$ cat config.mk
export PLATFORM = sky130hd
export DESIGN_NAME = permutation_order
export DESIGN_NICKNAME = d
export VERILOG_FILES = /design/src/hdl/perm_ord_pkg.sv /design/src/hdl/perm_ord_div.sv /design/src/hdl/permutation_order.sv
export SDC_FILE = /design/constraint.sdc
export NUM_CORES = 2
export LEC_CHECK = 0
export ABC_CLOCK_PERIOD_IN_PS = 9740
export BUFFER_PORTS_ARGS = -buffer_cell sky130_fd_sc_hd__buf_2
export CELL_PAD_IN_SITES_DETAIL_PLACEMENT = 1
export CELL_PAD_IN_SITES_GLOBAL_PLACEMENT = 2
export CORE_ASPECT_RATIO = 0.9
export CORE_MARGIN = 2
export CORE_UTILIZATION = 35
export CTS_CLUSTER_DIAMETER = 120
export DETAILED_ROUTE_END_ITERATION = 12
export PLACE_DENSITY_LB_ADDON = 0.1
export SLEW_MARGIN = 20
export SYNTH_ARGS = -nofsm -noshare
export SYNTH_HDL_FRONTEND = slang
export SYNTH_HIERARCHICAL = 1
export SYNTH_SLANG_ARGS = --single-unit
export TNS_END_PERCENT = 50
$ cat constraint.sdc
create_clock -name aclk -period 9.74 [get_ports aclk]
set_clock_uncertainty 0.05 [all_clocks]
set_input_delay 0.487 -clock aclk [delete_from_list [all_inputs] [get_ports aclk]]
set_output_delay 0.487 -clock aclk [all_outputs]
set_load 0.01 [all_outputs]
$ cat src/hdl/perm_ord_pkg.sv
// Shared constants, error codes and divider handshake types for permutation_order.
// No dependencies; imported by perm_ord_div, permutation_order and the bench.
package perm_ord_pkg;

    localparam int MAX_ELEMENTS = 64;
    localparam int TARGET_W     = 6;
    localparam int TARGET_SPAN  = 1 << TARGET_W;
    localparam int LCM_W        = 64;
    localparam int ERR_W        = 2;
    localparam int COUNT_W      = $clog2(MAX_ELEMENTS + 1);
    localparam int IDX_W        = (MAX_ELEMENTS > 1) ? $clog2(MAX_ELEMENTS) : 1;
    localparam int DIV_STEP_W   = $clog2(LCM_W);

    localparam logic [ERR_W-1:0] ERR_OK    = 2'd0;
    localparam logic [ERR_W-1:0] ERR_RANGE = 2'd1;
    localparam logic [ERR_W-1:0] ERR_DUP   = 2'd2;
    localparam logic [ERR_W-1:0] ERR_FULL  = 2'd3;

    typedef struct packed {
        logic               start;
        logic [LCM_W-1:0]   dividend;
        logic [COUNT_W-1:0] divisor;
    } div_req_t;

    typedef struct packed {
        logic               done;
        logic [LCM_W-1:0]   quotient;
        logic [COUNT_W-1:0] remainder;
    } div_rsp_t;

endpackage

$ cat src/hdl/perm_ord_div.sv
// Bit-serial restoring divider: 64-bit dividend by a small divisor, one quotient bit per cycle.
// Depends on perm_ord_pkg (widths and request/response structs).
module perm_ord_div import perm_ord_pkg::*; (
    input  logic     aclk,
    input  logic     aresetn,
    input  div_req_t div_req,
    output div_rsp_t div_rsp
);

    typedef enum logic {DIV_IDLE, DIV_RUN} div_state_t;

    div_state_t             state_reg;
    logic [DIV_STEP_W-1:0]  step_reg;
    logic [LCM_W-1:0]       quo_reg;
    logic [COUNT_W-1:0]     rem_reg;
    logic [COUNT_W-1:0]     divisor_reg;
    logic                   done_reg;

    logic [COUNT_W:0] shifted;
    logic [COUNT_W:0] diff;
    logic             fits;

    assign shifted = {rem_reg, quo_reg[LCM_W-1]};
    assign diff    = shifted - {1'b0, divisor_reg};
    assign fits    = shifted >= {1'b0, divisor_reg};

    always_ff @(posedge aclk) begin
        if (!aresetn) begin
            state_reg <= DIV_IDLE;
            done_reg  <= 1'b0;
            step_reg  <= '0;
        end else begin
            done_reg <= 1'b0;
            unique case (state_reg)
                DIV_IDLE: begin
                    if (div_req.start) begin
                        quo_reg     <= div_req.dividend;
                        rem_reg     <= '0;
                        divisor_reg <= div_req.divisor;
                        step_reg    <= '0;
                        state_reg   <= DIV_RUN;
                    end
                end
                DIV_RUN: begin
                    // dividend bits shift out of the top as quotient bits shift in
                    quo_reg  <= {quo_reg[LCM_W-2:0], fits};
                    rem_reg  <= fits ? diff[COUNT_W-1:0] : shifted[COUNT_W-1:0];
                    step_reg <= step_reg + 1'b1;
                    if (step_reg == DIV_STEP_W'(LCM_W - 1)) begin
                        state_reg <= DIV_IDLE;
                        done_reg  <= 1'b1;
                    end
                end
            endcase
        end
    end

    assign div_rsp.done      = done_reg;
    assign div_rsp.quotient  = quo_reg;
    assign div_rsp.remainder = rem_reg;

endmodule

$ cat src/hdl/permutation_order.sv
// Order of a permutation (LCM of its cycle lengths), loaded one element per word.
// Input channel s_*: one word per element, s_target_index is the target position for
// that position, s_last_element marks the final word. Words load at one per cycle while s_ready is high.
// Output channel m_*: one word per permutation, sent after the final element:
// m_round_count (saturates at all ones, zero on error) and m_error_code
// (0 ok, 1 index out of range, 2 duplicate target, 3 too many elements).
// After the final element, s_ready stays low until the result word is taken.
// On error the result word is sent in the cycle after the final word. Otherwise the
// design scans the elements and walks each cycle (one mapping-memory read per cycle),
// and for each cycle of length > 1, while the count is not saturated, makes two passes
// of the shared bit-serial divider plus gcd subtract steps and a multiply.
// If the receiver stalls, the result word holds on m_* and no new element is taken.
// Reset (aresetn low, synchronous) clears all control and per-load state; the
// mapping memory is not cleared, only entries written in the current load are read.
module permutation_order import perm_ord_pkg::*; (
    input  logic                aclk,
    input  logic                aresetn,
    input  logic                s_valid,
    output logic                s_ready,
    input  logic [TARGET_W-1:0] s_target_index,
    input  logic                s_last_element,
    output logic                m_valid,
    input  logic                m_ready,
    output logic [LCM_W-1:0]    m_round_count,
    output logic [ERR_W-1:0]    m_error_code
);

    typedef enum logic [2:0] {
        ST_LOAD, ST_SCAN, ST_WALK, ST_MOD, ST_GCD, ST_DIV, ST_MUL, ST_RESULT
    } state_t;

    state_t state_reg, state_next;

    logic [TARGET_W-1:0]     map_mem [MAX_ELEMENTS];
    logic [TARGET_W-1:0]     rd_data_reg;
    logic [IDX_W-1:0]        rd_addr;

    logic [TARGET_SPAN-1:0]  seen_reg, seen_next;
    logic [MAX_ELEMENTS-1:0] visited_reg, visited_next;
    logic [COUNT_W-1:0]      count_reg, count_next;
    logic [TARGET_W-1:0]     max_reg, max_next;
    logic [ERR_W-1:0]        latch_reg, latch_next;
    logic [LCM_W-1:0]        lcm_reg, lcm_next;
    logic [COUNT_W-1:0]      scan_reg, scan_next;
    logic [IDX_W-1:0]        walk_start_reg, walk_start_next;
    logic [COUNT_W-1:0]      len_reg, len_next;
    logic [COUNT_W-1:0]      gcd_a_reg, gcd_a_next;
    logic [COUNT_W-1:0]      gcd_b_reg, gcd_b_next;
    logic                    div_start_reg, div_start_next;
    logic [COUNT_W-1:0]      div_divisor_reg, div_divisor_next;
    logic                    m_valid_reg, m_valid_next;
    logic [LCM_W-1:0]        m_round_count_reg, m_round_count_next;
    logic [ERR_W-1:0]        m_error_code_reg, m_error_code_next;

    logic                    store_ok;
    logic [ERR_W-1:0]        load_code;
    logic [IDX_W-1:0]        walk_ptr;
    logic [IDX_W-1:0]        scan_idx;
    logic [LCM_W+COUNT_W-1:0] prod;

    div_req_t div_req;
    div_rsp_t div_rsp;

    assign div_req.start    = div_start_reg;
    assign div_req.dividend = lcm_reg;
    assign div_req.divisor  = div_divisor_reg;

    perm_ord_div u_div (
        .aclk    (aclk),
        .aresetn (aresetn),
        .div_req (div_req),
        .div_rsp (div_rsp)
    );

    assign s_ready       = (state_reg == ST_LOAD);
    assign m_valid       = m_valid_reg;
    assign m_round_count = m_round_count_reg;
    assign m_error_code  = m_error_code_reg;

    assign store_ok = count_reg < COUNT_W'(MAX_ELEMENTS);
    assign walk_ptr = IDX_W'(rd_data_reg);
    assign scan_idx = scan_reg[IDX_W-1:0];
    assign rd_addr  = (state_reg == ST_WALK) ? walk_ptr : scan_idx;
    assign prod     = (LCM_W+COUNT_W)'(div_rsp.quotient) * (LCM_W+COUNT_W)'(len_reg);

    // mapping store: one write port during load, one registered read port for the scan and the walk
    always_ff @(posedge aclk) begin
        if (state_reg == ST_LOAD && s_valid && store_ok) begin
            map_mem[count_reg[IDX_W-1:0]] <= s_target_index;
        end
        rd_data_reg <= map_mem[rd_addr];
    end

    always_comb begin
        state_next         = state_reg;
        seen_next          = seen_reg;
        visited_next       = visited_reg;
        count_next         = count_reg;
        max_next           = max_reg;
        latch_next         = latch_reg;
        lcm_next           = lcm_reg;
        scan_next          = scan_reg;
        walk_start_next    = walk_start_reg;
        len_next           = len_reg;
        gcd_a_next         = gcd_a_reg;
        gcd_b_next         = gcd_b_reg;
        div_start_next     = 1'b0;
        div_divisor_next   = div_divisor_reg;
        m_valid_next       = m_valid_reg;
        m_round_count_next = m_round_count_reg;
        m_error_code_next  = m_error_code_reg;
        load_code          = ERR_OK;

        unique case (state_reg)
            ST_LOAD: begin
                if (s_valid) begin
                    if (store_ok) begin
                        count_next                = count_reg + 1'b1;
                        seen_next[s_target_index] = 1'b1;
                        if (seen_reg[s_target_index] && latch_reg == ERR_OK) begin
                            latch_next = ERR_DUP;
                        end
                        if (s_target_index > max_reg) begin
                            max_next = s_target_index;
                        end
                    end else begin
                        latch_next = ERR_FULL;
                    end
                    if (s_last_element) begin
                        // full beats range, range beats duplicate
                        priority if (latch_next == ERR_FULL) begin
                            load_code = ERR_FULL;
                        end else if (32'(max_next) >= 32'(count_next)) begin
                            load_code = ERR_RANGE;
                        end else begin
                            load_code = latch_next;
                        end
                        if (load_code == ERR_OK) begin
                            scan_next  = '0;
                            state_next = ST_SCAN;
                        end else begin
                            m_valid_next       = 1'b1;
                            m_round_count_next = '0;
                            m_error_code_next  = load_code;
                            state_next         = ST_RESULT;
                        end
                    end
                end
            end
            ST_SCAN: begin
                if (scan_reg == count_reg) begin
                    m_valid_next       = 1'b1;
                    m_round_count_next = lcm_reg;
                    m_error_code_next  = ERR_OK;
                    state_next         = ST_RESULT;
                end else if (visited_reg[scan_idx]) begin
                    scan_next = scan_reg + 1'b1;
                end else begin
                    visited_next[scan_idx] = 1'b1;
                    walk_start_next        = scan_idx;
                    len_next               = COUNT_W'(1);
                    state_next             = ST_WALK;
                end
            end
            ST_WALK: begin
                if (walk_ptr == walk_start_reg) begin
                    // a cycle of length one, or a saturated count, leaves the lcm unchanged
                    if (&lcm_reg || len_reg == COUNT_W'(1)) begin
                        scan_next  = scan_reg + 1'b1;
                        state_next = ST_SCAN;
                    end else begin
                        div_start_next   = 1'b1;
                        div_divisor_next = len_reg;
                        state_next       = ST_MOD;
                    end
                end else begin
                    visited_next[walk_ptr] = 1'b1;
                    len_next               = len_reg + 1'b1;
                end
            end
            ST_MOD: begin
                if (div_rsp.done) begin
                    gcd_a_next = len_reg;
                    gcd_b_next = div_rsp.remainder;
                    state_next = ST_GCD;
                end
            end
            ST_GCD: begin
                priority if (gcd_b_reg == '0) begin
                    div_start_next   = 1'b1;
                    div_divisor_next = gcd_a_reg;
                    state_next       = ST_DIV;
                end else if (gcd_a_reg < gcd_b_reg) begin
                    gcd_a_next = gcd_b_reg;
                    gcd_b_next = gcd_a_reg;
                end else begin
                    gcd_a_next = gcd_a_reg - gcd_b_reg;
                end
            end
            ST_DIV: begin
                if (div_rsp.done) begin
                    state_next = ST_MUL;
                end
            end
            ST_MUL: begin
                if (|prod[LCM_W+COUNT_W-1:LCM_W]) begin
                    lcm_next = '1;
                end else begin
                    lcm_next = prod[LCM_W-1:0];
                end
                scan_next  = scan_reg + 1'b1;
                state_next = ST_SCAN;
            end
            ST_RESULT: begin
                if (m_ready) begin
                    m_valid_next = 1'b0;
                    seen_next    = '0;
                    visited_next = '0;
                    count_next   = '0;
                    max_next     = '0;
                    latch_next   = ERR_OK;
                    lcm_next     = LCM_W'(1);
                    state_next   = ST_LOAD;
                end
            end
        endcase
    end

    always_ff @(posedge aclk) begin
        if (!aresetn) begin
            state_reg     <= ST_LOAD;
            seen_reg      <= '0;
            visited_reg   <= '0;
            count_reg     <= '0;
            max_reg       <= '0;
            latch_reg     <= ERR_OK;
            lcm_reg       <= LCM_W'(1);
            scan_reg      <= '0;
            div_start_reg <= 1'b0;
            m_valid_reg   <= 1'b0;
        end else begin
            state_reg     <= state_next;
            seen_reg      <= seen_next;
            visited_reg   <= visited_next;
            count_reg     <= count_next;
            max_reg       <= max_next;
            latch_reg     <= latch_next;
            lcm_reg       <= lcm_next;
            scan_reg      <= scan_next;
            div_start_reg <= div_start_next;
            m_valid_reg   <= m_valid_next;
        end
        walk_start_reg    <= walk_start_next;
        len_reg           <= len_next;
        gcd_a_reg         <= gcd_a_next;
        gcd_b_reg         <= gcd_b_next;
        div_divisor_reg   <= div_divisor_next;
        m_round_count_reg <= m_round_count_next;
        m_error_code_reg  <= m_error_code_next;
    end

endmodule

; Word level (Yosys, flattened, before mapping)
; Memory sizes are Yosys's and may differ from the RTL's. A register that Yosys moved wholly into a read port is not among the register bits.
; Cells that the tools add are included.
[classes]
n_addsub = 6
n_mul = 1
n_lt_le_gt_ge = 11
eq_ne = 33
mux = 116
bitwise_logic = 6
n_reduce_logical = 38
[ops]
columns = cell, count
row1 = 64-bit 2-to-1 mux, 13
row2 = 64-bit one-hot mux with 2 select lines, 4
row3 = 64-bit OR, 3
row4 = 64-bit one-hot mux with 3 select lines, 1
row5 = 7-bit 2-to-1 mux, 26
row6 = 7-bit one-hot mux with 2 select lines, 6
row7 = 64-bit by 7-bit multiplier with 71-bit output, 1
row8 = 64-bit AND reduction, 1
row9 = 6-bit 2-to-1 mux, 8
row10 = 2-bit 2-to-1 mux, 16
row11 = 3-bit 2-to-1 mux, 10
row12 = 7-bit one-hot mux with 4 select lines, 1
row13 = "2-bit != test, second input constant", 13
row14 = 3-bit one-hot mux with 8 select lines, 1
row15 = 6-bit one-hot mux with 2 select lines, 2
row16 = "7-bit by 1-bit adder with 7-bit output, second input constant", 3
row17 = "6-bit by 7-bit less-than comparator with 1-bit output, second input constant", 3
row18 = 1-bit demux with 6-bit select, 3
row19 = "6-bit by 1-bit greater-or-equal comparator with 1-bit output, second input constant", 3
row20 = 1-bit 2-to-1 mux, 18
row21 = 4-bit AND reduction, 4
row22 = 8-bit AND reduction, 2
row23 = "2-bit by 1-bit != test with 1-bit output, second input constant", 7
row24 = 7-bit subtractor, 2
row25 = 33 further kinds, 60
[totals]
reg_bits = 405
mem_bits_rw = 384
in_bits = 11
output_inout_bits = 68
elab_cells = 235
memories = 1
[memory_table]
columns = memory, depth, width, rd, rd_clocked_by_memory_dff, write_ports, line_no
row1 = map_mem, 64, 6, 1, 1, 1, permutation_order.sv:34  ; logic [TARGET_W-1:0] map_mem [MAX_ELEMENTS];

; Logic depth before layout (Yosys ltp)
[depth]
ltp_word = 17
mapped_depth = 24
mapped_depth_nobuf = 21

; Modules after synthesis
; The synthesis kept the hierarchy.
[modules_own_cells]
columns = mod, instances, cells_per_inst, area_per_inst_um2, seq_area_each_um2
row1 = permutation_order, 1, 4054, 44491.4, 19038.3
row2 = perm_ord_div, 1, 267, 3977.6, 2502.4

; Worst setup path before layout
; No wires, ideal clock.
[synth_timing]
path_type = input-to-reg
startpoint = input port s_target_index[0]
endpoint = register m_error_code_reg[0] (netlist: m_error_code[0]), enable pin
setup_ns = 0.573
arrival_time_ns = 8.262
required_ns = 9.117
path_slack_ns = 0.855
stages = 20
path_buffers = 2
path_cell_list = clkbuf_1 buf_2 inv_1 ha_1 nor2b_1 o21a_1 o21ai_0 nand2b_1 a21oi_1 nor2b_1 o21ai_1 mux2_2 ha_1 a21o_1 a21o_1 a21o_1 a21oi_1 o311a_1 o31a_1 nor3_1
[synth_via]
elab_chain_cells = 15
elab_cells_between_ends = 22
classes_between = 2 x order compare / 2 x eq/ne / 15 x mux / 3 x reduce/logical
[synth_lines]
columns = element, line_no
row1 = "start, declared", permutation_order.sv:20  ; input logic [TARGET_W-1:0] s_target_index,
row2 = "parallel branches: the longest is 8 deep, another holds 6-bit by 7-bit greater-or-equal comparator with 1-bit output", -
row3 = 2-bit 2-to-1 mux (*), permutation_order.sv:131  ; priority if (latch_next == ERR_FULL) begin
row4 = 2-bit 2-to-1 mux (*), permutation_order.sv:129  ; if (s_last_element) begin
row5 = 2-bit 2-to-1 mux (*), permutation_order.sv:116  ; if (s_valid) begin
row6 = 2-bit 2-to-1 mux (*), permutation_order.sv:114  ; unique case (state_reg)
row7 = 2-bit logical NOT (*), permutation_order.sv:138  ; if (load_code == ERR_OK) begin
row8 = 2-bit != test (no source line) (*), -
row9 = 5-bit AND reduction (no source line) (*), -
row10 = "end signal, assigned", permutation_order.sv:259  ; m_error_code_reg <= m_error_code_next;
row11 = "end, declared", permutation_order.sv:53  ; logic [ERR_W-1:0] m_error_code_reg, m_error_code_next;
; Every way passes the cells marked *. The select of a mux whose other input is x is not followed.
; A chain may end at the register's enable or synchronous reset.

; Worst setup path after layout
[layout_timing]
startpoint = register len_reg[5]
endpoint = register lcm_reg[22]
[layout_via]
elab_chain_cells = 4
[layout_lines]
columns = element, line_no
row1 = "start, declared", permutation_order.sv:46  ; logic [COUNT_W-1:0] len_reg, len_next;
row2 = "start signal, assigned", permutation_order.sv:254  ; len_reg <= len_next;
row3 = 64-bit by 7-bit multiplier with 71-bit output (*), permutation_order.sv:84  ; assign prod = (LCM_W+COUNT_W)'(div_rsp.quotient) * (LCM_W+COUNT_W)'(len_reg);
row4 = 7-bit OR reduction, permutation_order.sv:206  ; if (|prod[LCM_W+COUNT_W-1:LCM_W]) begin
row5 = 64-bit 2-to-1 mux (*), permutation_order.sv:206
row6 = 64-bit one-hot mux with 2 select lines (*), permutation_order.sv:114
row7 = "end signal, assigned", permutation_order.sv:248  ; lcm_reg <= lcm_next;
row8 = "end, declared", permutation_order.sv:43  ; logic [LCM_W-1:0] lcm_reg, lcm_next;
; Every way passes the cells marked *; elsewhere a longest branch is shown, timed or not.

==> metrics.md <==
| Metric | Value |
|---|---|
| Outcome | `complete, no violations` |
| CTS tree | `done` |
| Placed insts | `6036` |
| Sequential fraction of the synthesis area | `0.4444` |
| Initial Util | `0.3525` |
| Hpwl dp | `107400 um` |
| Area leader, netlist | `edfxtp_1` |
| Crit start category | `flip-flop` |
| Full die area | `141500 sq um` |
| CP endpoint kind | `flip-flop` |
| Synth Net Count | `4763` |
| Final Wtd Congestion | `0.8365` |
| Worst-margin pin slew | `1.096 ns` |
| Via/cell ratio | `5.424` |
| Synth top area share | `0.3482` |
| Hold_ws | `0.1452 ns` |
| Drt wl/cell | `24.72 um` |
| Final setup violation count | `0` |
| Die H | `357.0 um` |
| Total GRT Usage | `0.2189` |
| Vias | `33.70k` |
| Worst Slack Setup Final | `1.804 ns` |
| Unrepaired setup endpoints after global routing | `false` |
| GR Overflow Total | `0` |
| Largest net degree at the start of global routing | `97` |
| Deepest clock path buffer count | `3` |
| Flops & latches, synth | `795` |
| Cts bufs inserted | `95` |
| Io pins | `79` |
| Initial antenna violation count | `10` |
| CP cell instances | `buf_4 -> and2_1 -> fa_1 -> fa_1 -> fa_1 -> inv_1 -> fa_1 -> inv_1 -> ha_1 -> nand2_1 -> or3_1 -> a2111o_1 -> a21oi_1 -> o31ai_1 -> a211oi_2 -> a21oi_1 -> xnor2_2 -> nor4_4 -> buf_4 -> a311oi_1` |
| Die W | `396.3 um` |
| Fmax | `126.0 MHz` |
| Port Buffers | `78` |
| Area Growth Syn to Fin | `11.36%` |
| Clk slew on worst S/H paths | `0.06 ns` |
| Clk sink count | `795` |
| Post-Syn Instances | `4321` |
| WL final | `153600 um` |
| Slew Limit Headroom | `0.2677` |
| Setup bufs post-CTS | `0` |
| Post-synth EDFFs | `562` |
| Initial DRC Count | `2343` |
| Max reg flops | `384` |
| Crit path DAT | `8.40 ns` |
| Final Critical Period | `7.936 ns` |
| Reg2reg setup slack | `1.80 ns` |
| Clock insertion delay at the later pin of the skew report | `0.73 ns` |
| Total negative slack | `0 ns` |
| Hold buffer count at cts | `0` |
| Ratio of cells with drive above 1 in the final layout | `0.1247` |
| Synth Flop Type | `edfxtp_1` |
| Remaining DRCs | `0` |
| First-pass GRT wire length | `235600 um` |
| DRT Pass-1 Iters | `5` |
| Count of pins over their slew limit | `0` |
| WP data required | `10.21 ns` |
| Syn. warnings | `6` |
| Type of the tightest min-delay check | `primary input to flip-flop` |
| Pre-CTS setup slack | `1.894 ns` |
| Htree depth | `3` |
| Antenna Nets Post-Route | `0` |
| Crit Path Category | `flip-flop to flip-flop` |
| Clock root cell | `clkbuf_16` |
| Top cells by area, synth | `edfxtp_1, fa_1, dfxtp_1` |
| Nets | `4743` |
| CTS resizes | `0` |
| Final hold viol count | `0` |
| Vias in the first global route | `35.51k` |
| Row count | `129` |
| Asr flop ratio synth | `0` |
| Max Cap Viol | `0` |
| Crit share post-route | `0.8148` |
| Final std cells w/o fill | `6214` |
| CP max-delay cell | `edfxtp_1` |
| Yosys cell types | `96` |
| Crit path max fanout | `23` |
| CP most frequent cell | `fa_1` |
| Largest stage delay on the critical path | `0.97 ns` |
| Mapped Avg Cell Area | `11.22 sq um` |
| Syn Std Cell Area | `48470 sq um` |
| Core area | `137500 sq um` |
## layout make-up
| type | count | area, sq um |
|---|---|---|
| inverters | 292 | 1097 |
| clock inverters | 49 | 629.4 |
| flip-flops and latches | 795 | 21550 |
| fillers | 14847 | 83540 |
| repair buffers | 144 | 975.9 |
| well taps | 1834 | 2295 |
| diodes | 2 | 5.005 |
| clock buffers | 125 | 2540 |
| multi-input cells | 2973 | 24890 |
## worst max-delay path, delay by kind of cell (launching register included)
kind,cells,cell delay (ns)
xor+xnor,1,0.24
fa+ha+maj,5,2.32
flops,1,0.97
buf+inv,4,0.95
simple gates,4,1.37
compound gates,6,1.82
## final timing paths
kind / startpoint / end / depth (start not counted)
worst max-delay path: len_reg[5] / lcm_reg[22] / 20
worst min-delay path: s_valid / max_reg[5] / 3
worst max register to register: len_reg[5] / lcm_reg[22] / 20
worst min register to register: div_divisor_reg[2] / u_div/divisor_reg[2] / 0
## metal layers
layer	vias up	track usage	share of wire
met5	-	0	0
li1	15342	-	-
met3	165	0.03558	0.048
met2	686	0.3287	0.43
met4	0	0.04449	0.019
met1	17510	0.3321	0.50
## layout by cell type, fill, tap and decap left out, types with 25 or more instances in the layout
master / instances
a211oi_1: 44
xnor2_1: 51
clkbuf_16: 95
nor3_1: 33
nor2_1: 325
and2_1: 419
nand3_1: 57
inv_1: 288
dfxtp_1: 231
a21oi_1: 304
a31oi_1: 47
o21ai_0: 89
ha_1: 120
a311oi_1: 40
fa_1: 311
a21o_1: 31
mux4_2: 108
nor2b_1: 25
mux2_2: 77
buf_2: 76
nand4_1: 49
and3_1: 83
nand2_1: 306
edfxtp_1: 562
o22ai_1: 78
clkbuf_1: 25
buf_4: 60
xor2_1: 35
## cells in the mapped netlist (7+ instances only)
cell type    n
mux4_2     108
a311oi_1    40
edfxtp_1   562
mux2_2      77
nand2_1    307
o22ai_1     78
fa_1       311
buf_2       47
a211o_1      7
nand4_1     49
xnor2_1     52
ha_1       120
a21o_1      31
o21ai_1     16
nand3_1     57
o21bai_1    13
nand3b_1    12
xor2_1      35
buf_1       17
and4_1       7
and2_1     420
a211oi_1    44
nor3_1      35
clkbuf_1   192
nor2_1     327
inv_1      288
a311oi_2     8
a31oi_1     47
dfxtp_1    233
nand2b_1    15
nor4_1       9
and3_1      83
or3_1       15
a21oi_1    306
o31ai_1      9
o21ai_0     90
mux2i_1     27
or2_2       10
o211ai_1    15
nor2b_1     26
a221oi_1    11
a41oi_1      7
o21a_1      23
## stage by stage
stage / area, sq um / utilization
CTS: 53930 / 0.3922
finish: 53980 / 0.3925
global route: 53970 / 0.3925
floorplan: 48470 / -
global placement: 50730 / 0.3689
detailed placement: 50760 / 0.3691
## logic make-up (layout without fill, tap and decap cells)
| logic type | after synthesis | count (layout) | synth area share |
|---|---|---|---|
| buffers and inverters | 553 | 610 | 0.04448 |
| multiplexers | 212 | 212 | 0.07365 |
| flip-flops | 795 | 795 | 0.4444 |
| AND/OR/NAND/NOR | 1417 | 1417 | 0.1514 |
| other | 0 | 2 | 0 |
| AO/OA/AOI/OAI | 824 | 824 | 0.1103 |
| XOR/XNOR | 89 | 89 | 0.01639 |
| adder cells (fa/ha/maj) | 431 | 431 | 0.1594 |
Power is not shown: default switching activity piles up to over one toggle a cycle in this logic, so the estimate is an artifact.
